[src/frame_flip_grayscale_engine_macros.svh]
`ifndef FRAME_FLIP_GRAYSCALE_ENGINE_MACROS_SVH
`define FRAME_FLIP_GRAYSCALE_ENGINE_MACROS_SVH

// Check a same-cycle implication on clk_i, held off during reset
`define FFGE_ASSERT_NOW(lbl, ante, cons) \
  lbl: assert property (@(posedge clk_i) disable iff (!rst_ni) (ante) |-> (cons)) \
    else $error("ffge: same-cycle check failed");

// Check an implication in the next cycle on clk_i, held off during reset
`define FFGE_ASSERT_NEXT(lbl, ante, cons) \
  lbl: assert property (@(posedge clk_i) disable iff (!rst_ni) (ante) |=> (cons)) \
    else $error("ffge: next-cycle check failed");

`endif

[src/ffge_pkg.sv]
`timescale 1ns / 1ps

package ffge_pkg;

  // Frame geometry defaults
  localparam int unsigned MAX_WIDTH_DEF  = 256;
  localparam int unsigned MAX_HEIGHT_DEF = 256;

  // Pixel format
  localparam int unsigned CHANNEL_BITS = 8;
  localparam int unsigned PIXEL_BITS   = 3 * CHANNEL_BITS;

  // Configuration port
  localparam int unsigned CFG_BITS     = 9;
  localparam int unsigned CFG_IDX_BITS = 2;
  localparam int unsigned MODE_BITS    = 3;

  localparam logic [CFG_IDX_BITS-1:0] REG_MODE   = 2'd0;
  localparam logic [CFG_IDX_BITS-1:0] REG_WIDTH  = 2'd1;
  localparam logic [CFG_IDX_BITS-1:0] REG_HEIGHT = 2'd2;

  localparam logic [MODE_BITS-1:0] MODE_GRAY       = 3'd0;
  localparam logic [MODE_BITS-1:0] MODE_VFLIP      = 3'd1;
  localparam logic [MODE_BITS-1:0] MODE_HFLIP      = 3'd2;
  localparam logic [MODE_BITS-1:0] MODE_GRAY_VFLIP = 3'd3;
  localparam logic [MODE_BITS-1:0] MODE_GRAY_HFLIP = 3'd4;

  localparam logic [CFG_BITS-1:0] WIDTH_RESET  = 9'd256;
  localparam logic [CFG_BITS-1:0] HEIGHT_RESET = 9'd256;

  // Opcodes
  localparam logic OP_STORE = 1'b0;
  localparam logic OP_READ  = 1'b1;

  // Divide-by-three through a reciprocal: sum * DIV3_MUL >> DIV3_SHIFT
  localparam int unsigned SUM_BITS   = CHANNEL_BITS + 2;
  localparam int unsigned DIV3_SHIFT = SUM_BITS + 2;
  localparam int unsigned DIV3_MUL   = (1 << DIV3_SHIFT) / 3 + 1;

  // Command queue between front and back
  localparam int unsigned QUEUE_DEPTH = 2;

  // Per-item control carried through the queue
  typedef struct packed {
    logic rd;
    logic gray;
    logic last;
  } ffge_ctl_t;

endpackage

[src/ffge_fifo.sv]
`timescale 1ns / 1ps

module ffge_fifo #(
  parameter int unsigned WIDTH = 1,
  parameter int unsigned DEPTH = ffge_pkg::QUEUE_DEPTH,
  localparam int unsigned PTR_BITS = $clog2(DEPTH),
  localparam int unsigned CNT_BITS = $clog2(DEPTH + 1)
) (
  input  logic             clk_i,
  input  logic             rst_ni,
  input  logic             push_valid_i,
  output logic             push_ready_o,
  input  logic [WIDTH-1:0] push_data_i,
  output logic             pop_valid_o,
  input  logic             pop_ready_i,
  output logic [WIDTH-1:0] pop_data_o
);

  logic [WIDTH-1:0]    mem_q [DEPTH];
  logic [PTR_BITS-1:0] wr_ptr_q, wr_ptr_d;
  logic [PTR_BITS-1:0] rd_ptr_q, rd_ptr_d;
  logic [CNT_BITS-1:0] cnt_q, cnt_d;
  logic                push, pop;

  assign push_ready_o = (cnt_q != CNT_BITS'(DEPTH));
  assign pop_valid_o  = (cnt_q != '0);
  assign pop_data_o   = mem_q[rd_ptr_q];
  assign push         = push_valid_i & push_ready_o;
  assign pop          = pop_valid_o & pop_ready_i;

  // Advance pointers with wrap at the queue depth
  always_comb begin
    wr_ptr_d = wr_ptr_q;
    rd_ptr_d = rd_ptr_q;
    cnt_d    = cnt_q;
    if (push) begin
      wr_ptr_d = (wr_ptr_q == PTR_BITS'(DEPTH - 1)) ? '0 : wr_ptr_q + PTR_BITS'(1);
    end
    if (pop) begin
      rd_ptr_d = (rd_ptr_q == PTR_BITS'(DEPTH - 1)) ? '0 : rd_ptr_q + PTR_BITS'(1);
    end
    if (push && !pop) begin
      cnt_d = cnt_q + CNT_BITS'(1);
    end else if (pop && !push) begin
      cnt_d = cnt_q - CNT_BITS'(1);
    end
  end

  always_ff @(posedge clk_i or negedge rst_ni) begin
    if (!rst_ni) begin
      wr_ptr_q <= '0;
      rd_ptr_q <= '0;
      cnt_q    <= '0;
    end else begin
      wr_ptr_q <= wr_ptr_d;
      rd_ptr_q <= rd_ptr_d;
      cnt_q    <= cnt_d;
    end
  end

  // Hold entries
  always_ff @(posedge clk_i) begin
    if (push) begin
      mem_q[wr_ptr_q] <= push_data_i;
    end
  end

endmodule

[config.mk]
export PLATFORM = sky130hd
export DESIGN_NAME = ffge_fifo
export DESIGN_NICKNAME = d
export VERILOG_FILES = /design/src/frame_flip_grayscale_engine_macros.svh /design/src/ffge_pkg.sv /design/src/ffge_fifo.sv
export SDC_FILE = /design/constraint.sdc
export NUM_CORES = 1
export LEC_CHECK = 0
export BUFFER_PORTS_ARGS = -buffer_cell sky130_fd_sc_hd__buf_2
export CORE_AREA = 5 5 42 44
export CTS_BUF_LIST = sky130_fd_sc_hd__clkbuf_4 sky130_fd_sc_hd__clkbuf_8
export DETAILED_ROUTE_END_ITERATION = 8
export DIE_AREA = 0 0 47 49
export GPL_ROUTABILITY_DRIVEN = 0
export PLACE_DENSITY_LB_ADDON = 0.05
export SLEW_MARGIN = 20
export SYNTH_ARGS = -nofsm -noshare
export SYNTH_HDL_FRONTEND = slang
export SYNTH_SLANG_ARGS = --single-unit
[constraint.sdc]
create_clock -name clk_i -period 1.5 [get_ports clk_i]
set_clock_uncertainty 0.05 [all_clocks]
set_input_delay 0.3 -clock clk_i [delete_from_list [all_inputs] [get_ports clk_i]]
set_output_delay 0.3 -clock clk_i [all_outputs]
set_load 0.02 [all_outputs]
==> impl_metrics.env <==
export IMPL_status="completed"
export IMPL_rsz0062_at_grt="yes"
export IMPL_fp_dieH_um=49
export IMPL_r2r_end="cnt_q[1]"
export IMPL_synth_seq_area_share=0.566
export IMPL_num_io_pins=8
export IMPL_synth_seq_cells=6
export IMPL_clk_latency_ns=0.25
export IMPL_io_buffers=7
export IMPL_leakagePower_nw=0.186
export IMPL_crit_type="reg -> out"
export IMPL_cpMaxStageDelayCell="dfrtp_1"
export IMPL_grt_use_met2=0.0792
export IMPL_worstPathMaxFanout=4
export IMPL_synth_top_area_frac=0.354
export IMPL_syn_nets=27
export IMPL_reg2reg_slack_ns=0.06
export IMPL_final_hold_violation_count=0
export IMPL_ir_drop_mv=0.573
export IMPL_clk_pin_slew_ns=0.05
export IMPL_rr_worst_depth=6
export IMPL_n_antenna_cell=0
export IMPL_cts_htree_levels=1
export IMPL_drt_iter0_drc=1
export IMPL_hp_class="in -> reg"
export IMPL_fillers=163
export IMPL_syn_avg_cell_area_um2=13.5
export IMPL_use_met3=0.0701
export IMPL_required_ns=1.15
export IMPL_worst_pin_slew_ns=0.161
export IMPL_ys_types=13
export IMPL_setup_viol=0
export IMPL_postRouteAntennaNets=0
export IMPL_netlist_area_um2=283
export IMPL_via_per_inst=3.76
export IMPL_dr_total_vias=192
export IMPL_grt_pass1_vias=214
export IMPL_wire_per_inst_um=10.9
export IMPL_cp_startpoint="cnt_q[0]"
export IMPL_max_cap_viol_count=0
export IMPL_grt_busiest_layer="met2"
export IMPL_dieArea_um2=2300
export IMPL_post_route_period_util=0.969
export IMPL_max_freq_ghz=0.688
export IMPL_r2r_start="cnt_q[0]"
export IMPL_die_x_um=47
export IMPL_power_density_nw_per_um2=2230
export IMPL_mostFrequentLayoutCells="7 x buf_2, 4 x clkbuf_4, 3 x xnor2_1, 3 x dfrtp_1"
export IMPL_path_buf_inv=1
export IMPL_netlist_instances=21
export IMPL_num_rows=14
export IMPL_grt_pass1_wl_um=952
export IMPL_crit_path_end="pop_valid_o"
export IMPL_crit_family="flip-flops"
export IMPL_final_nets=42
export IMPL_slew_viol_final=0
export IMPL_grt_max_degree=5
export IMPL_worst_ep_arrival_time_ns=1.10
export IMPL_clockBufferDepth=2
export IMPL_clk_root_buffer_cell="clkbuf_4"
export IMPL_grt_usage=0.0644
export IMPL_antenna_found_initial=0
export IMPL_final_common_cell="buf_2"
export IMPL_yosys_warnings=0
export IMPL_stdcell_count=51
export IMPL_clock_sinks=6
export IMPL_crit_cells=2
export IMPL_initial_core_util=0.202
export IMPL_slew_headroom=0.892
export IMPL_cts_buffers=3
export IMPL_layout_drive_gt1_share=0.571
export IMPL_cp_slowest_stage_delay_ns=0.42
export IMPL_drtPass1Iterations=4
export IMPL_min_period_ns=1.45
export IMPL_drt_total_wl_um=554
export IMPL_dpl_cell_count=45
export IMPL_core_area_um2=1400
export IMPL_synthToLayoutAreaGrowth_pct=41.2
export IMPL_tritoncts="yes"
export IMPL_tns_ns=0
export IMPL_grt_overflow=0
export IMPL_worstSetupStartpointType="register"
export IMPL_power_uw=889
export IMPL_crit_path_cell_trace="or2_4, buf_2"
export IMPL_endpoint_kind="output pin"
export IMPL_use_met1=0.0694
export IMPL_synth_top_cell_by_area="dfrtp_1"
export IMPL_drc=0
export IMPL_ys_top_cells_by_area="dfrtp_1 35%, edfxtp_1 21%, xnor2_1 9.3%"
per-stage QoR:
step	util	hold WS (ns)	area (um^2)	setup slack, ns
6_report	0.285	0.194	399	0.0465
5_1_grt	0.285	0.179	399	-0.0123
4_1_cts	0.275	0.184	385	0.0163
3_5_place_dp	0.246	0.0696	345	0.0497
3_3_place_gp	0.246	0.0690	345	0.0798
2_1_floorplan	-	-0.0456	283	0.0597
what timing repair did:
action                                  CTS  global route
resized for setup                         0             3
hold buffers                              1             0
buffers inserted                          0             1
endpoints found under the setup margin    0             3
hold endpoints to repair                  4             0
where the power goes:
group          leakage, nW  internal, mW  switching, mW  total (mW)
clock               0.0184         0.119         0.0671       0.187
combinational        0.103         0.209          0.182       0.391
sequential          0.0642         0.249         0.0628       0.311
routing by layer:
metal  routed length (um)  vias to the layer above
met2                  261                        8
li1                     -                       95
met1                  225                       89
met4                    0                        0
met3                   67                        0
met5                    0                        -
sequential cells by signal, summed over array words and instances (netlist names):
register	cells
cnt_q	2
mem_q	2
rd_ptr_q	1
wr_ptr_q	1
Yosys cell counts:
library cell,n
and3_1,1
dfrtp_1,4
edfxtp_1,2
ha_1,1
inv_1,1
mux2_2,1
nand2_1,1
nand2_4,1
nand2b_4,1
nor2_1,2
or2_4,1
xnor2_1,3
xor2_1,2
area by class of cell:
| type | count | area (um^2) | share of cell area |
|---|---|---|---|
| repair buffers | 10 | 60.1 | 0.150 |
| well taps | 16 | 20.0 | 0.0502 |
| flip-flops and latches | 6 | 161 | 0.404 |
| inverters | 1 | 3.75 | 0.00940 |
| clock buffers | 4 | 30.0 | 0.0752 |
| multi-input cells | 14 | 124 | 0.310 |
kinds of logic (layout without fill, tap and decap cells):
kind of cell	after synthesis	after routing	share of synthesized area
fa+ha+maj	1	1	0.0442
xor+xnor	5	5	0.155
mux	1	1	0.0398
buf+inv	1	15	0.0133
simple gates	7	7	0.181
flops	6	6	0.566
worst register-to-register path: cells and delay by family, from the launching register on:
kind	cells	cell delay [ns]
xor gates and xnor gates	2	0.27
adders and majority gates	1	0.16
DFF	1	0.42
and+or+nand+nor	3	0.42
how the worst min path moves through the flow:
stage | startpoint | to | slack, ns | cells after the start
3_3_place_gp | rst_ni | rd_ptr_q | 0.07 | 1
2_1_floorplan | rst_ni | cnt_q[0] | -0.05 | 0
3_5_place_dp | rst_ni | rd_ptr_q | 0.07 | 1
6_report | push_data_i | mem_q[0] | 0.19 | 1
5_1_grt | push_data_i | mem_q[0] | 0.18 | 1
4_1_cts | push_data_i | mem_q[1] | 0.18 | 1
Power figures use the tool's default switching activity.
