===== config.mk =====
export PLATFORM = sky130hd
export DESIGN_NAME = ffge_front
export DESIGN_NICKNAME = d
export VERILOG_FILES = /design/src/frame_flip_grayscale_engine_macros.svh /design/src/ffge_pkg.sv /design/src/ffge_front.sv
export SDC_FILE = /design/constraint.sdc
export NUM_CORES = 1
export LEC_CHECK = 0
export ABC_AREA = 0
export BUFFER_PORTS_ARGS = -buffer_cell sky130_fd_sc_hd__buf_2
export CAP_MARGIN = 25
export CORE_MARGIN = 1.5
export CORE_UTILIZATION = 40
export CTS_BUF_LIST = sky130_fd_sc_hd__clkbuf_8 sky130_fd_sc_hd__clkbuf_16
export DETAILED_ROUTE_END_ITERATION = 12
export PLACE_DENSITY_LB_ADDON = 0.12
export SYNTH_ARGS = -nofsm -noshare
export SYNTH_HDL_FRONTEND = slang
export SYNTH_SLANG_ARGS = --single-unit

===== constraint.sdc =====
create_clock -name clk_i -period 13.31 [get_ports clk_i]
set_input_delay 2.662 -clock clk_i [delete_from_list [all_inputs] [get_ports clk_i]]
set_output_delay 2.662 -clock clk_i [all_outputs]
set_load 0.02 [all_outputs]

===== src/frame_flip_grayscale_engine_macros.svh =====
`ifndef FRAME_FLIP_GRAYSCALE_ENGINE_MACROS_SVH
`define FRAME_FLIP_GRAYSCALE_ENGINE_MACROS_SVH

// Check a same-cycle implication on clk_i, held off during reset
`define FFGE_ASSERT_NOW(lbl, ante, cons) \
  lbl: assert property (@(posedge clk_i) disable iff (!rst_ni) (ante) |-> (cons)) \
    else $error("ffge: same-cycle check failed");

// Check an implication in the next cycle on clk_i, held off during reset
`define FFGE_ASSERT_NEXT(lbl, ante, cons) \
  lbl: assert property (@(posedge clk_i) disable iff (!rst_ni) (ante) |=> (cons)) \
    else $error("ffge: next-cycle check failed");

`endif


===== src/ffge_pkg.sv =====
`timescale 1ns / 1ps

package ffge_pkg;

  // Frame geometry defaults
  localparam int unsigned MAX_WIDTH_DEF  = 256;
  localparam int unsigned MAX_HEIGHT_DEF = 256;

  // Pixel format
  localparam int unsigned CHANNEL_BITS = 8;
  localparam int unsigned PIXEL_BITS   = 3 * CHANNEL_BITS;

  // Configuration port
  localparam int unsigned CFG_BITS     = 9;
  localparam int unsigned CFG_IDX_BITS = 2;
  localparam int unsigned MODE_BITS    = 3;

  localparam logic [CFG_IDX_BITS-1:0] REG_MODE   = 2'd0;
  localparam logic [CFG_IDX_BITS-1:0] REG_WIDTH  = 2'd1;
  localparam logic [CFG_IDX_BITS-1:0] REG_HEIGHT = 2'd2;

  localparam logic [MODE_BITS-1:0] MODE_GRAY       = 3'd0;
  localparam logic [MODE_BITS-1:0] MODE_VFLIP      = 3'd1;
  localparam logic [MODE_BITS-1:0] MODE_HFLIP      = 3'd2;
  localparam logic [MODE_BITS-1:0] MODE_GRAY_VFLIP = 3'd3;
  localparam logic [MODE_BITS-1:0] MODE_GRAY_HFLIP = 3'd4;

  localparam logic [CFG_BITS-1:0] WIDTH_RESET  = 9'd256;
  localparam logic [CFG_BITS-1:0] HEIGHT_RESET = 9'd256;

  // Opcodes
  localparam logic OP_STORE = 1'b0;
  localparam logic OP_READ  = 1'b1;

  // Divide-by-three through a reciprocal: sum * DIV3_MUL >> DIV3_SHIFT
  localparam int unsigned SUM_BITS   = CHANNEL_BITS + 2;
  localparam int unsigned DIV3_SHIFT = SUM_BITS + 2;
  localparam int unsigned DIV3_MUL   = (1 << DIV3_SHIFT) / 3 + 1;

  // Command queue between front and back
  localparam int unsigned QUEUE_DEPTH = 2;

  // Per-item control carried through the queue
  typedef struct packed {
    logic rd;
    logic gray;
    logic last;
  } ffge_ctl_t;

endpackage


===== src/ffge_front.sv =====
`timescale 1ns / 1ps

module ffge_front #(
  parameter int unsigned MAX_WIDTH  = ffge_pkg::MAX_WIDTH_DEF,
  parameter int unsigned MAX_HEIGHT = ffge_pkg::MAX_HEIGHT_DEF,
  localparam int unsigned WB = $clog2(MAX_WIDTH + 1),
  localparam int unsigned HB = $clog2(MAX_HEIGHT + 1),
  localparam int unsigned CW = $clog2(MAX_WIDTH),
  localparam int unsigned RW = $clog2(MAX_HEIGHT),
  localparam int unsigned PW = $clog2(MAX_WIDTH * MAX_HEIGHT),
  localparam int unsigned EW = $bits(ffge_pkg::ffge_ctl_t) + PW + RW + CW
                               + ffge_pkg::PIXEL_BITS
) (
  input  logic                              clk_i,
  input  logic                              rst_ni,
  input  logic [ffge_pkg::MODE_BITS-1:0]    mode_i,
  input  logic [WB-1:0]                     img_w_i,
  input  logic [HB-1:0]                     img_h_i,
  input  logic                              in_valid_i,
  output logic                              in_ready_o,
  input  logic                              opcode_i,
  input  logic [ffge_pkg::CHANNEL_BITS-1:0] red_in_i,
  input  logic [ffge_pkg::CHANNEL_BITS-1:0] green_in_i,
  input  logic [ffge_pkg::CHANNEL_BITS-1:0] blue_in_i,
  output logic                              push_valid_o,
  input  logic                              push_ready_i,
  output logic [EW-1:0]                     push_data_o
);

  import ffge_pkg::*;

  localparam int unsigned FB = WB + HB;

  logic [PW-1:0] load_pos_q, load_pos_d;
  logic [CW-1:0] read_col_q, read_col_d;
  logic [RW-1:0] read_row_q, read_row_d;

  logic          accept;
  logic          gray, vflip, hflip;
  logic [FB-1:0] frame_size;
  logic [PW-1:0] pos_cur;
  logic [FB-1:0] pos_inc;
  logic [CW-1:0] col_cur, src_col;
  logic [RW-1:0] row_cur, src_row;
  logic          col_end, row_end;
  ffge_ctl_t     ctl;

  assign accept       = in_valid_i & push_ready_i;
  assign in_ready_o   = push_ready_i;
  assign push_valid_o = in_valid_i;

  // Decode transform mode; unused codes pass pixels through
  always_comb begin
    gray  = 1'b0;
    vflip = 1'b0;
    hflip = 1'b0;
    case (mode_i)
      MODE_GRAY:       gray = 1'b1;
      MODE_VFLIP:      vflip = 1'b1;
      MODE_HFLIP:      hflip = 1'b1;
      MODE_GRAY_VFLIP: begin
        gray  = 1'b1;
        vflip = 1'b1;
      end
      MODE_GRAY_HFLIP: begin
        gray  = 1'b1;
        hflip = 1'b1;
      end
      default: begin
        gray = 1'b0;
      end
    endcase
  end

  // Store position: restart if outside a shrunk frame, wrap at the end
  assign frame_size = FB'(img_w_i) * FB'(img_h_i);
  assign pos_cur    = (FB'(load_pos_q) >= frame_size) ? '0 : load_pos_q;
  assign pos_inc    = FB'(pos_cur) + FB'(1);

  // Read position: restart each coordinate that lies outside the frame
  assign col_cur = (WB'(read_col_q) >= img_w_i) ? '0 : read_col_q;
  assign row_cur = (HB'(read_row_q) >= img_h_i) ? '0 : read_row_q;
  assign col_end = (WB'(col_cur) == img_w_i - WB'(1));
  assign row_end = (HB'(row_cur) == img_h_i - HB'(1));

  // Mirror the source coordinates
  assign src_row = vflip ? RW'(img_h_i - HB'(1) - HB'(row_cur)) : row_cur;
  assign src_col = hflip ? CW'(img_w_i - WB'(1) - WB'(col_cur)) : col_cur;

  assign ctl.rd   = (opcode_i == OP_READ);
  assign ctl.gray = gray;
  assign ctl.last = row_end & col_end;

  assign push_data_o = {ctl, pos_cur, src_row, src_col, red_in_i, green_in_i, blue_in_i};

  // Advance the position of the accepted beat's kind
  always_comb begin
    load_pos_d = load_pos_q;
    read_col_d = read_col_q;
    read_row_d = read_row_q;
    if (accept) begin
      if (opcode_i == OP_STORE) begin
        load_pos_d = (pos_inc >= frame_size) ? '0 : PW'(pos_inc);
      end else begin
        read_col_d = col_end ? '0 : col_cur + CW'(1);
        if (col_end) begin
          read_row_d = row_end ? '0 : row_cur + RW'(1);
        end else begin
          read_row_d = row_cur;
        end
      end
    end
  end

  always_ff @(posedge clk_i or negedge rst_ni) begin
    if (!rst_ni) begin
      load_pos_q <= '0;
      read_col_q <= '0;
      read_row_q <= '0;
    end else begin
      load_pos_q <= load_pos_d;
      read_col_q <= read_col_d;
      read_row_q <= read_row_d;
    end
  end

endmodule


==> impl.org, run 1 <==
** Critical path
- Capturing element type of the critical path :: output port
- Worst EP arrival :: 9.28 ns
- Startpoint kind of the worst setup timing path :: input port
- The worst setup path is of the input port to output port kind.
- At the worst endpoint, the required time is 10.65 ns.
- In this run the worst path has a maximum fanout of 16.

** Clock network
- Root buffer cell :: sky130_fd_sc_hd__clkbuf_16
- Post CTS Setup Buffer Count :: 0
- Buffers inserted to repair hold after CTS numbered 0.
- # clock sinks :: 32
- Maximum clock path buffer count :: 2
- For the worst-skew pair, the clock arrives at the later sink with an insertion delay of 0.28 ns.
- Number of gates resized after cts :: 0
- Cts bufs inserted :: 5
- Maximum level of the CTS H-tree :: 2
- Reg clk slew, reported paths :: 0.05 ns
- Clock tree from TritonCTS :: built

** STA
- Final critical path time including I/O delays and setup :: between 10 and 15 ns
- For the pin with the worst max-slew slack, the measured transition is 0.9845 ns.
- Setup repair after global routing left no endpoint under its margin.
- Final number of max-transition violations :: 0
- Post-Route Hold Slack :: slightly below 0.5 ns
- Tightest slew margin relative to the limit :: 0.3407
- Based on the critical path, the design can be clocked at up to 83.75 MHz.
- Final hold vios :: 0
- For the final routed database, the setup TNS stands at 0 ns.
- In the finished design, the share of the clock period the worst path needs comes to 0.8971.
- Finish-stage setup viols :: 0
- For the final database, setup skew stands at 0.002802 ns.

** Synth
- Counting every instance in the synthesized netlist gives 916.
- Fraction of the mapped netlist area in compound gates :: 0.1573
- The largest total area in the synthesized netlist belongs to sky130_fd_sc_hd__ha_1.
- The share of the Yosys chip area taken by registers is 0.1128.
- Area fraction in and, or, nand and nor cells after synthesis :: 0.2282
- After synthesis, the share of flip-flops with an asynchronous set or reset is 1.000.
- The synthesized design contains 32 register bits.
- By count the netlist is led by 115 x sky130_fd_sc_hd__inv_1, 113 x sky130_fd_sc_hd__nand2_1, 106 x sky130_fd_sc_hd__ha_1, 75 x sky130_fd_sc_hd__nor2_1, 52 x sky130_fd_sc_hd__fa_1.
- Most frequent cell after synthesis :: sky130_fd_sc_hd__inv_1
- Of the total synthesized cell area, the portion taken by XOR and XNOR cells is 0.05303.
- Count of warnings emitted by yosys :: 0
- Number of synthesized flops with an enable pin :: 0
- Synth Area in Adders :: 0.3333
- In the post-synthesis netlist, the biggest area contributors are sky130_fd_sc_hd__ha_1 19%, sky130_fd_sc_hd__fa_1 15%, sky130_fd_sc_hd__dfrtp_1 11%, sky130_fd_sc_hd__inv_1 6.1%, sky130_fd_sc_hd__nand2_1 6.0%.
- Avg Inst Size Synth :: 7.753 sq um
- After synthesis, the largest family of logic cells by area is adder cells.
- When the netlist entered floorplanning its net count stood at 1,124.
- Number of distinct library cell variants in the gate-level netlist after synthesis :: 58
- Post-synthesis cell area :: 7102 sq um
- Of the post-synthesis cell area, the dominant cell type holds 0.1868.
- Main flop type after synthesis :: sky130_fd_sc_hd__dfrtp_1
- Share of cell area taken by muxes after synthesis :: 0.007752

** Final layout
- In the final design database the tool counted 1,140 nets.
- Layout cells sized above 1 :: 0.09003
- Relative to the synthesized area, the layout overhead comes to 6.078%.
- Final Cell Area :: 7533 sq um
- The number of antenna diodes in the final layout is 0.
- In the final layout, flip-flops and latches occupy 800.8 sq um.
- After filler insertion, the fill cell instance count of the layout stands at ~1,800.
- End-of-flow core utilization :: 0.4355
- Total area of multi-input combinational cells :: 5537 sq um

** Place
- After detailed placement, the total cell area comes to about 7400 sq um.
- Count of port buffers added during placement :: 62
- Weighted congestion at the end of routability-driven global placement :: about 0.81
- After legalization and detailed placement, the total HPWL measured about 15,000 um.

** Floorplan
- The die covers 18,560 sq um.
- In this run the vertical extent of the chip is approximately 140 um.
- Placeable Area :: 17,300 sq um
- Number of ports placed on the die boundary :: 111
- The die is between 100 and 150 um wide.
- For this configuration, the core starts out at a cell density of 0.4106.
- The initialized floorplan defines between 40 and 50 standard-cell rows.

** Drt
- DRC marker count from the first detailed-route iteration :: approximately 230
- Residual DRC count :: 0
- Across all layers, the routed design uses 6,121 vias.
- Wirelength per Cell :: ~16 um
- Using the TritonRoute via totals, the vias-per-cell ratio works out to 5.286.
- Total wirelength of the detailed-routed design :: 18,500 um
- Once detail routing completed, the nets flagged for antenna violations numbered 0.
- The first detailed-routing pass ran for 5 iterations.

** GRT
- Global routing finished with a remaining overflow of 0.
- Combined global-route utilization of all metal layers :: 0.2148
- The first global-routing pass estimated 31,660 um of wire.
- Entering global routing, the biggest net connects 33 pins.
- Initial antenna violation count :: 0
- Vias in the first global route :: approximately 6,100

** Status
- Result of the run :: finished clean

** Pwr
- Across the VDD grid, the largest voltage drop is 182.9 uV.
- In this run the static leakage power is 3.797 nW.
- In this run the power density over the cells is 177.7 nW/um^2.

** Min path
- The worst hold path belongs to the class register to register.

** Job
- Max cap viols :: 0
layer usage:
layer	wire length, um	vias to the layer above	global-route usage	share of wire
li1	-	3098	-	-
met1	8838	2899	0.2940	0.48
met2	8787	107	0.3594	0.47
met3	643	17	0.03169	0.035
met4	231	0	0.04314	0.012
met5	0	-	0	0
kinds of logic (layout without fill, tap and decap cells):
group / Yosys count / count (layout)
AO/OA/AOI/OAI: 172 / 172
XOR/XNOR: 43 / 43
adder cells (fa/ha/maj): 158 / 158
buffers and inverters: 174 / 191
flip-flops: 32 / 32
multiplexers: 5 / 5
AND/OR/NAND/NOR: 332 / 332
report_power, final:
part           total (W)  internal (W)  switching (W)
logic            0.00107      0.000423       0.000648
registers       0.000148      0.000115      0.0000333
clock network   0.000119     0.0000732      0.0000458
total            0.00134      0.000611       0.000727
worst max-delay path, cell delays in order:
cell and delay [ns]:
sky130_fd_sc_hd__buf_2 0.16, sky130_fd_sc_hd__clkinv_1 0.30, sky130_fd_sc_hd__nor2_1 0.22, sky130_fd_sc_hd__fa_1 0.46, sky130_fd_sc_hd__fa_1 0.55, sky130_fd_sc_hd__fa_1 0.55, sky130_fd_sc_hd__inv_1 0.05, sky130_fd_sc_hd__fa_1 0.53
sky130_fd_sc_hd__inv_1 0.04, sky130_fd_sc_hd__ha_1 0.35, sky130_fd_sc_hd__a2111oi_0 0.39, sky130_fd_sc_hd__o21ai_0 0.22, sky130_fd_sc_hd__nand2_1 0.16, sky130_fd_sc_hd__o21bai_1 0.07, sky130_fd_sc_hd__a21oi_1 0.23, sky130_fd_sc_hd__o21bai_1 0.09
sky130_fd_sc_hd__a21oi_1 0.17, sky130_fd_sc_hd__xor2_1 0.27, sky130_fd_sc_hd__ha_1 0.30, sky130_fd_sc_hd__a21boi_0 0.13, sky130_fd_sc_hd__a311o_1 0.33, sky130_fd_sc_hd__o211ai_1 0.46, sky130_fd_sc_hd__and2_1 0.38, sky130_fd_sc_hd__buf_2 0.21
registers in the layout, indices dropped and copies added, names as in the netlist:
register,cells
read_col_q,8
read_row_q,8
load_pos_q,16
metrics by stage:
stage	setup WS, ns	cells	power [W]
2_1_floorplan	2.102	916	0.0009622
3_3_place_gp	1.475	1150	0.001230
3_5_place_dp	1.379	1150	0.001227
4_1_cts	1.329	1158	0.001357
5_1_grt	0.8650	1158	0.001508
6_report	1.369	1158	0.001338
cell type report:
class                      instances  area share
sequential                        32      0.1063
clock buffer                       6     0.01844
multi-input combinational        710      0.7349
clock inverter                     2   0.0009965
inverter                         120     0.05979
timing repair buffer              63     0.04219
tap                              225     0.03737
path summary, 6_finish.rpt:
| check | startpoint | to | slack (ns) | cells after the start |
|---|---|---|---|---|
| min in group asynchronous | rst_ni | read_col_q[1] | 2.48 | 1 |
| max in group asynchronous | rst_ni | load_pos_q[8] | 10.26 | 1 |
| worst min-delay path | load_pos_q[0] | load_pos_q[0] | 0.50 | 2 |
| worst max-delay path | img_h_i[6] | push_data_o[42] | 1.37 | 24 |
| worst max register to register | load_pos_q[7] | load_pos_q[14] | 7.55 | 22 |
| worst min register to register | load_pos_q[0] | load_pos_q[0] | 0.50 | 2 |
cell usage in the layout, fill, tap and decap left out, drive strengths merged, types with 7 or more instances in the layout:
cell and n:
inv 117, nand2 114, ha 106, nor2 75, buf 63, fa 52
o21ai 44, a21oi 39, dfrtp 32, and2 29, nand3 28, xnor2 25
a21o 23, xor2 18, or3 15, nor3 12, a211oi 8, or2 8
nand4 8, o211ai 8, nand2b 7, and4 7, and3 7, nor2b 7
o31ai 7, o21bai 7
No activity file was read; power rests on OpenSTA's default activity.
==> run 2: changes to the inputs <==
==> constraint.sdc (replaced) <==
create_clock -name clk_i -period 11.6 [get_ports clk_i]
set_input_delay 2.32 -clock clk_i [delete_from_list [all_inputs] [get_ports clk_i]]
set_output_delay 2.32 -clock clk_i [all_outputs]
set_load 0.02 [all_outputs]
==> run 2 against run 1 <==
Net effect:
- largest cell class unchanged
- non-clock buffer count rose by 3
- via count grew 0.47%
- sequential power rose by 16%
- routed wire length grew 1.2%
- register-to-register slack got worse by 1.2 ns
- core utilization rose by 0.19 points
- first-iteration DRC count grew 30%
- critical endpoint unchanged
- combinational power increased by 19%
==> impl.org, run 2 (synthesis gave the netlist of run 1 again) <==
** Floorplan
- Starting density of the core :: 0.4106 (unchanged)
- The die outline height is 136.2 um (unchanged).
- Cell row count :: 48 (unchanged)
- Number of ports placed on the die boundary :: 111 (unchanged)
- The die outline area was 18,560 sq um (unchanged).
- The core region area came to 17,300 sq um (unchanged).
- Chip Width :: 136.2 um (unchanged)

** Final layout
- The utilization of the core after routing came to 0.4374 (+0.001881).
- The top cell types in the final layout, fill and taps aside, are 117 x sky130_fd_sc_hd__inv_1, 112 x sky130_fd_sc_hd__nand2_1, 106 x sky130_fd_sc_hd__ha_1.
- load_pos_q holds more flip-flops than any other register.
- From synthesis to final layout, the design area changed by 6.536%.
- The number of flip-flops under the largest register name is 16 (unchanged).
- The layout cell share with drive strength beyond 1 was 0.09615 (+0.006122).
- The largest registers in the layout are load_pos_q (16), read_col_q (8), read_row_q (8).
- Leaving out fill and tap cells, the most frequent cell in the layout is sky130_fd_sc_hd__inv_1.
- The count of nets after finishing is 1,143 (+0.26%).
- Final-layout fill cell count :: 1,825 (-1.1%)
- The number of antenna diodes was 0 (unchanged).
- Post-route insts no fill :: 1,161 (+0.26%)

** GRT
- The via count of the first global-routing pass came to 6,133 (+1.1%).
- The total overflow reported by the global router came to 0 (unchanged).
- Maximum number of pins on one net before global-route repair :: 33 (unchanged)
- The wire length of the first global-routing pass is 31,960 um (+0.93%).
- Initial antenna violation count :: 0 (unchanged)
- The global routing usage summed across all routing layers came to 0.2148 (about the same).

** Pwr
- Total Power :: 0.001576 W (+18%)
- Peak supply drop :: 197.5 uV (+8.0%)
- Ratio of total power to cell area :: 208.3 nW/um^2 (+17%)
- The leakage power summed over all cells came to 3.811 nW (+0.35%).

** Min path
- The startpoint identified for the worst hold timing path is load_pos_q[0].
- In this run the worst hold path is classified as register to register.
- The depth of the worst hold-timing path was 2 (unchanged).
- Endpoint of the worst hold-timing path :: load_pos_q[0]

** Drt
- Via total after detailed routing :: 6,150 (+0.47%)
- Total wirelength of the detailed-routed design :: 18,720 um (+1.2%)
- Post-route ant nets :: 0 (unchanged)
- The average wire per cell in the routed design was 16.12 um (+0.91%).
- The per-cell via count in the routed design is 5.297 (+0.21%).
- The detailed-route DRC error count came to 0 (unchanged).
- The DRC violation total after the first TritonRoute iteration was 305 (+30%).
- The first-pass iteration count of the detailed router came to 4 (-1).

** Critical path
- The cell depth of the worst flop-to-flop path is 23 (+4.5%).
- Reg2Reg Capture Point :: load_pos_q[14]
- Worst EP arrival :: 8.51 ns (-0.77 ns)
- The reg-to-reg setup timing slack is 6.38 ns (-1.17 ns).
- The worst setup path is launched from an input port.
- The highest net fanout along the worst path is 16 (unchanged).
- The critical path data required time was 9.28 ns (-1.37 ns).
- In this run the critical register-to-register path is launched from load_pos_q[7].
- The worst setup path is of the input port to output port kind.
- The worst setup path is captured at an output port.

** Clock network
- Cts bufs inserted :: 5 (unchanged)
- The total number of H-tree levels was 2 (unchanged).
- The buffers inserted during post-CTS setup optimization is 0 (unchanged).
- Insertion delay of the later-clocked pin in the worst-skew pair :: 0.28 ns (about the same)
- Root buffer cell :: sky130_fd_sc_hd__clkbuf_16
- Maximum clock path buffer count :: 2 (unchanged)
- The number of sinks on the clock net is 32 (unchanged).
- Clock tree from TritonCTS :: built
- The clock-pin transition on the worst setup and hold timing paths was 0.06 ns (about the same).

** STA
- The clock tree skew after final layout is 0.001775 ns (-0.001027 ns).
- The final sum of negative setup slack was 0 ns (unchanged).
- Share of the clock period used by the worst path after layout :: 0.9333
- Slew of the pin with the lowest slew margin :: 0.8531 ns (-0.1315 ns)
- Setup repair after global routing left no endpoint under its margin.
- Final critical path time including I/O delays and setup :: 10.83 ns
- Final number of max-transition violations :: 0 (unchanged)
- Final hold vios :: 0 (unchanged)
- Tightest slew margin relative to the limit :: 0.4297 (+0.08895)
- Timing would allow up to 92.37 MHz.
- The final-report setup violation count came to 0 (unchanged).

** Place
- The half-perimeter wire length after placement was 15,440 um (+1.9%).
- The final weighted congestion of routability-driven global placement came to 0.8566 (+5.4%).
- The count of input and output buffers came to 62 (unchanged).
- Placed cell count :: 1,153 (+0.26%)

** Status
- Result of the run :: finished clean

** Job
- Max cap viols :: 0 (unchanged)
-- run 2: critical path, stage by stage --
cell,delay (ns)
sky130_fd_sc_hd__buf_2,0.26
sky130_fd_sc_hd__inv_1,0.18
sky130_fd_sc_hd__nor2_1,0.16
sky130_fd_sc_hd__fa_1,0.46
sky130_fd_sc_hd__fa_1,0.54
sky130_fd_sc_hd__fa_1,0.56
sky130_fd_sc_hd__inv_1,0.06
sky130_fd_sc_hd__fa_1,0.52
sky130_fd_sc_hd__inv_1,0.04
sky130_fd_sc_hd__ha_1,0.34
sky130_fd_sc_hd__a2111oi_0,0.35
sky130_fd_sc_hd__o21ai_0,0.18
sky130_fd_sc_hd__nand2_1,0.15
sky130_fd_sc_hd__o21bai_1,0.07
sky130_fd_sc_hd__a21oi_1,0.22
sky130_fd_sc_hd__o21bai_1,0.10
sky130_fd_sc_hd__a21oi_1,0.19
sky130_fd_sc_hd__xor2_1,0.25
sky130_fd_sc_hd__ha_1,0.29
sky130_fd_sc_hd__a21boi_0,0.14
sky130_fd_sc_hd__a311o_1,0.34
sky130_fd_sc_hd__o211ai_1,0.09
sky130_fd_sc_hd__buf_4,0.21
sky130_fd_sc_hd__and2_1,0.25
sky130_fd_sc_hd__buf_2,0.20
-- run 2: area by class of cell --
cell class	count	area, sq um	area share
Timing Repair Buffer	66	340.3	0.04498
Inverter	120	457.9	0.06053
Clock buffer	6	138.9	0.01836
Multi-Input combinational cell	710	5539	0.7321
Tap cell	225	281.5	0.03721
Clock inverter	2	7.507	0.0009922
Sequential cell	32	800.8	0.1058
-- run 2: repair_timing --
item / CTS / global route
gates resized for setup: 0 / 5
endpoints found under the setup margin: 0 / 14
hold buffers: 0 / 0
-- run 2: worst max path at each step --
stage,slack [ns],depth (start not counted),from,end
after floorplan,0.81,41,img_w_i[4],load_pos_q[10]
after global placement,0.72,40,img_w_i[4],load_pos_q[13]
after detailed placement,0.37,40,img_w_i[4],load_pos_q[7]
after CTS,0.67,40,img_w_i[4],load_pos_q[7]
after global routing,0.10,39,img_h_i[7],load_pos_q[14]
final,0.77,25,img_w_i[4],push_data_o[42]
-- run 2: through the flow --
step / area, sq um / worst slack, ns / hold WS, ns
floorplan: 7102 / 0.8071 / 0.4624
global placement: 7410 / 0.7188 / 0.4910
detailed placement: 7410 / 0.3718 / 0.4920
CTS: 7556 / 0.6731 / 0.5073
global route: 7566 / 0.1000 / 0.5272
finish: 7566 / 0.7743 / 0.5157
-- run 2: power breakdown --
part | total, W | switching (W) | internal, W
Sequential | 0.000172 | 0.0000404 | 0.000132
Clock | 0.000136 | 0.0000523 | 0.0000839
Combinational | 0.00127 | 0.000764 | 0.000504
-- run 2: per-layer routing --
metal,up-vias,GRT usage,part of all wire
met2,125,0.3631,0.47
met5,-,0,0
li1,3108,-,-
met1,2891,0.2953,0.48
met4,0,0.04019,0.015
met3,26,0.02685,0.034
==> run 3: changes to the inputs <==
--- a/config.mk
+++ b/config.mk
@@ -6,7 +6,7 @@
 export NUM_CORES = 1
 export LEC_CHECK = 0
 export ABC_AREA = 0
-export BUFFER_PORTS_ARGS = -buffer_cell sky130_fd_sc_hd__buf_2
+export BUFFER_PORTS_ARGS = -buffer_cell sky130_fd_sc_hd__buf_4
 export CAP_MARGIN = 25
 export CORE_MARGIN = 1.5
 export CORE_UTILIZATION = 40
==> constraint.sdc (replaced) <==
create_clock -name clk_i -period 11.6 [get_ports clk_i]
set_input_delay 1.16 -clock clk_i [delete_from_list [all_inputs] [get_ports clk_i]]
set_output_delay 1.16 -clock clk_i [all_outputs]
set_load 0.02 [all_outputs]
==> run 3 against run 2 <==
Net effect:
- worst setup slack better by 0.89 ns
- global-route usage is 0.21 points lower
- clock-buffer cell count stayed put
- fmax is 9.0% higher
- via count is 0.31% lower
- clock power hardly changed
- sequential share of layout area is 0.18 points lower
- register-to-register slack worse by 0.52 ns
- routed wire length is 0.79% lower
- power is 0.81% higher
- largest power group unchanged
- highest routed layer unchanged
==> impl.org, run 3 (synthesis gave the netlist of run 1 again) <==
** STA
- Final critical path time including I/O delays and setup :: 9.933 ns (-0.8929 ns)
- The clock tree skew after final layout came to 0.01144 ns (+0.009669 ns).
- Final hold vios :: 0 (unchanged)
- The final-report setup violation count came to 0 (unchanged).
- Worst Setup Slack, final :: 1.667 ns (+0.8929 ns)
- Peak Freq :: 100.7 MHz (+9.0%)
- The final sum of negative setup slack is 0 ns (unchanged).
- Tightest slew margin relative to the limit :: 0.4524 (+0.02272)
- Share of the clock period used by the worst path after layout :: 0.8563 (-0.07698)
- The number of slew-limit violations in the final report is 0 (unchanged).
- The transition time at the pin with the least slew margin was 0.8191 ns (-0.03399 ns).
- Setup repair after global routing left no endpoint under its margin.

** Final layout
- load_pos_q holds more flip-flops than any other register.
- The utilization of the core after routing was 0.4450 (+0.007523).
- The count of nets after finishing was 1,141 (-0.17%).
- Antenna cell count :: 0 (unchanged)
- The largest registers in the layout are load_pos_q (16), read_col_q (8), read_row_q (8).
- Final-layout fill cell count :: 1,816 (-0.49%)
- The number of flip-flops under the largest register name was 16 (unchanged).
- Relative to the synthesized area, the layout overhead comes to 8.369%.
- The layout cell share with drive strength beyond 1 is 0.09101 (-0.005147).
- The library cells used most frequently in the layout, excluding fill and tap cells, are 117 x sky130_fd_sc_hd__inv_1, 113 x sky130_fd_sc_hd__nand2_1, 106 x sky130_fd_sc_hd__ha_1.
- Leaving out fill and tap cells, the most frequent cell in the layout is sky130_fd_sc_hd__inv_1.

** Critical path
- Worst reg2reg setup slack :: 5.86 ns (-0.52 ns)
- Crit path depth :: 39 (+56%)
- The critical path data required time was 11.77 ns (+2.49 ns).
- The slowest stage of the critical path belongs to the cell sky130_fd_sc_hd__fa_1.
- Maximum net fanout on the critical path :: 15 (-1)
- The highest cell delay on the worst timing path came to 0.55 ns (about the same).
- Buffers and inverters on the worst path :: 4 (-2)
- The cell depth of the worst flop-to-flop path was 23 (unchanged).
- STA classifies the critical path startpoint as an input port.
- Capturing element type of the critical path :: register
- Grouping stages by cell kind, the critical path spends the most delay in adder cells.
- The worst path arrival time is 10.10 ns (+1.59 ns).
- The setup path with the least slack is of type input port to register.

** Drt
- The post-route antenna net violation count is 0 (unchanged).
- DRC marker count from the first detailed-route iteration :: 289 (-5.2%)
- The detailed-route DRC error count was 0 (unchanged).
- Via total after detailed routing :: 6,131 (-0.31%)
- The first-pass iteration count of the detailed router is 4 (unchanged).
- The total wirelength of the detailed-routed design came to 18,570 um (-0.79%).
- The average wire per cell in the routed design came to 16.02 um (-0.61%).
- Via-to-Cell Ratio :: 5.290 (-0.14%)

** Clock network
- Root buffer cell :: sky130_fd_sc_hd__clkbuf_16
- Hold Buf Count CTS :: 0 (unchanged)
- The post-cts sizing count was 0 (unchanged).
- The number of sinks on the clock net is 32 (unchanged).
- Maximum clock path buffer count :: 2 (unchanged)
- Insertion delay of the later-clocked pin in the worst-skew pair :: 0.29 ns (about the same)
- The clock-pin transition on the worst setup and hold timing paths was 0.06 ns (about the same).
- TritonCTS built the clock tree.
- The buffers inserted during post-CTS setup optimization came to 0 (unchanged).
- Maximum level of the CTS H-tree :: 2 (unchanged)
- Cts bufs inserted :: 5 (unchanged)

** Floorplan
- Number of ports placed on the die boundary :: 111 (unchanged)
- The initial standard-cell utilization of the core came to 0.4106 (unchanged).
- The die outline area is 18,560 sq um (unchanged).
- The number of rows created at floorplan was 48 (unchanged).
- Chip Width :: 136.2 um (unchanged)
- Placeable Area :: 17,300 sq um (unchanged)
- Die height :: 136.2 um (unchanged)

** GRT
- The number of antenna violations at the first check in global routing is 0 (unchanged).
- The largest net degree at the start of global routing was 33 (unchanged).
- Vias in the first global route :: 6,089 (-0.72%)
- The global routing usage summed across all routing layers came to 0.2127 (-0.002110).
- Global-route wire length before repair :: 31,310 um (-2.0%)
- Total congestion overflow after global routing :: 0 (unchanged)

** Place
- The final weighted congestion of routability-driven global placement was 0.8447 (-1.4%).
- Worst setup slack before clock tree synthesis :: 1.368 ns (+0.9963 ns)
- The half-perimeter wire length after placement is 15,200 um (-1.5%).
- The count of input and output buffers is 62 (unchanged).

** Min path
- In this run the worst hold path is classified as register to register.
- The depth of the worst hold-timing path is 2 (unchanged).

** Pwr
- The power per unit of standard cell area was 206.5 nW/um^2 (-0.89%).
- The power after layout came to 0.001589 W (+0.81%).
- The worst vdd rail ir drop is 304.8 uV (+54%).
- The leakage power summed over all cells was 3.839 nW (+0.75%).

** Status
- Result of the run :: finished clean

** Job
- The number of violations of the max-capacitance limit is 0 (unchanged).
run 3: cell count changes in the layout (fill, tap and decap cells not counted), sizes merged:
cell      before  now
buf           66   64
clkinvlp       2    0
clkinv         3    5
run 3: where the power goes:
group          total [W]  leakage, nW  switching (W)  internal, W
clock network   0.000138       0.0795      0.0000541    0.0000840
registers       0.000172        0.390      0.0000397     0.000132
logic            0.00128         3.37       0.000758     0.000522
run 3: metrics by stage:
step / instances / hold WS [ns] / instance area [sq um]
detailed placement: 1151 / 0.5062 / 7550
global route: 1159 / 0.5448 / 7696
floorplan: 916 / 0.4624 / 7102
CTS: 1159 / 0.5205 / 7696
global placement: 1151 / 0.5182 / 7550
finish: 1159 / 0.5218 / 7696
run 3: worst register-to-register path, cell delays in order, from the launching register on:
cell,delay [ns]
sky130_fd_sc_hd__dfrtp_1,0.51
sky130_fd_sc_hd__ha_1,0.38
sky130_fd_sc_hd__a21o_1,0.18
sky130_fd_sc_hd__a211oi_1,0.37
sky130_fd_sc_hd__o211ai_1,0.21
sky130_fd_sc_hd__a311o_1,0.40
sky130_fd_sc_hd__and3_1,0.37
sky130_fd_sc_hd__nor2_1,0.33
sky130_fd_sc_hd__ha_1,0.25
sky130_fd_sc_hd__nand3_1,0.08
sky130_fd_sc_hd__nor2_1,0.14
sky130_fd_sc_hd__and2_1,0.21
sky130_fd_sc_hd__nand4_1,0.14
sky130_fd_sc_hd__or2_2,0.30
sky130_fd_sc_hd__a21oi_1,0.15
sky130_fd_sc_hd__ha_1,0.14
sky130_fd_sc_hd__nand4_1,0.08
sky130_fd_sc_hd__nor2_1,0.19
sky130_fd_sc_hd__nand2_1,0.07
sky130_fd_sc_hd__o311ai_0,0.36
sky130_fd_sc_hd__o21ai_0,0.25
sky130_fd_sc_hd__nand2_1,0.29
sky130_fd_sc_hd__a21oi_1,0.07
sky130_fd_sc_hd__a21o_1,0.16
run 3: routing by layer:
layer  global-route usage  routed length, um
met2               0.3605               8696
met1               0.2863               8837
met4              0.05024                294
met5                    0                  0
met3              0.02871                742
run 3: cell type report:
type / instances / area, sq um / share of cell area
clock inverters: 2 / 7.507 / 0.0009755
flip-flops and latches: 32 / 800.8 / 0.1040
inverters: 120 / 450.4 / 0.05853
repair buffers: 64 / 480.5 / 0.06243
clock buffers: 6 / 138.9 / 0.01805
multi-input cells: 710 / 5537 / 0.7194
well taps: 225 / 281.5 / 0.03658
run 3: final timing paths:
path	from	to
hold reg to reg	load_pos_q[0]	load_pos_q[0]
hold / removal	load_pos_q[0]	load_pos_q[0]
min in group asynchronous	rst_ni	read_col_q[1]
setup reg to reg	load_pos_q[7]	load_pos_q[5]
max in group asynchronous	rst_ni	load_pos_q[13]
setup / recovery	img_h_i[7]	load_pos_q[5]
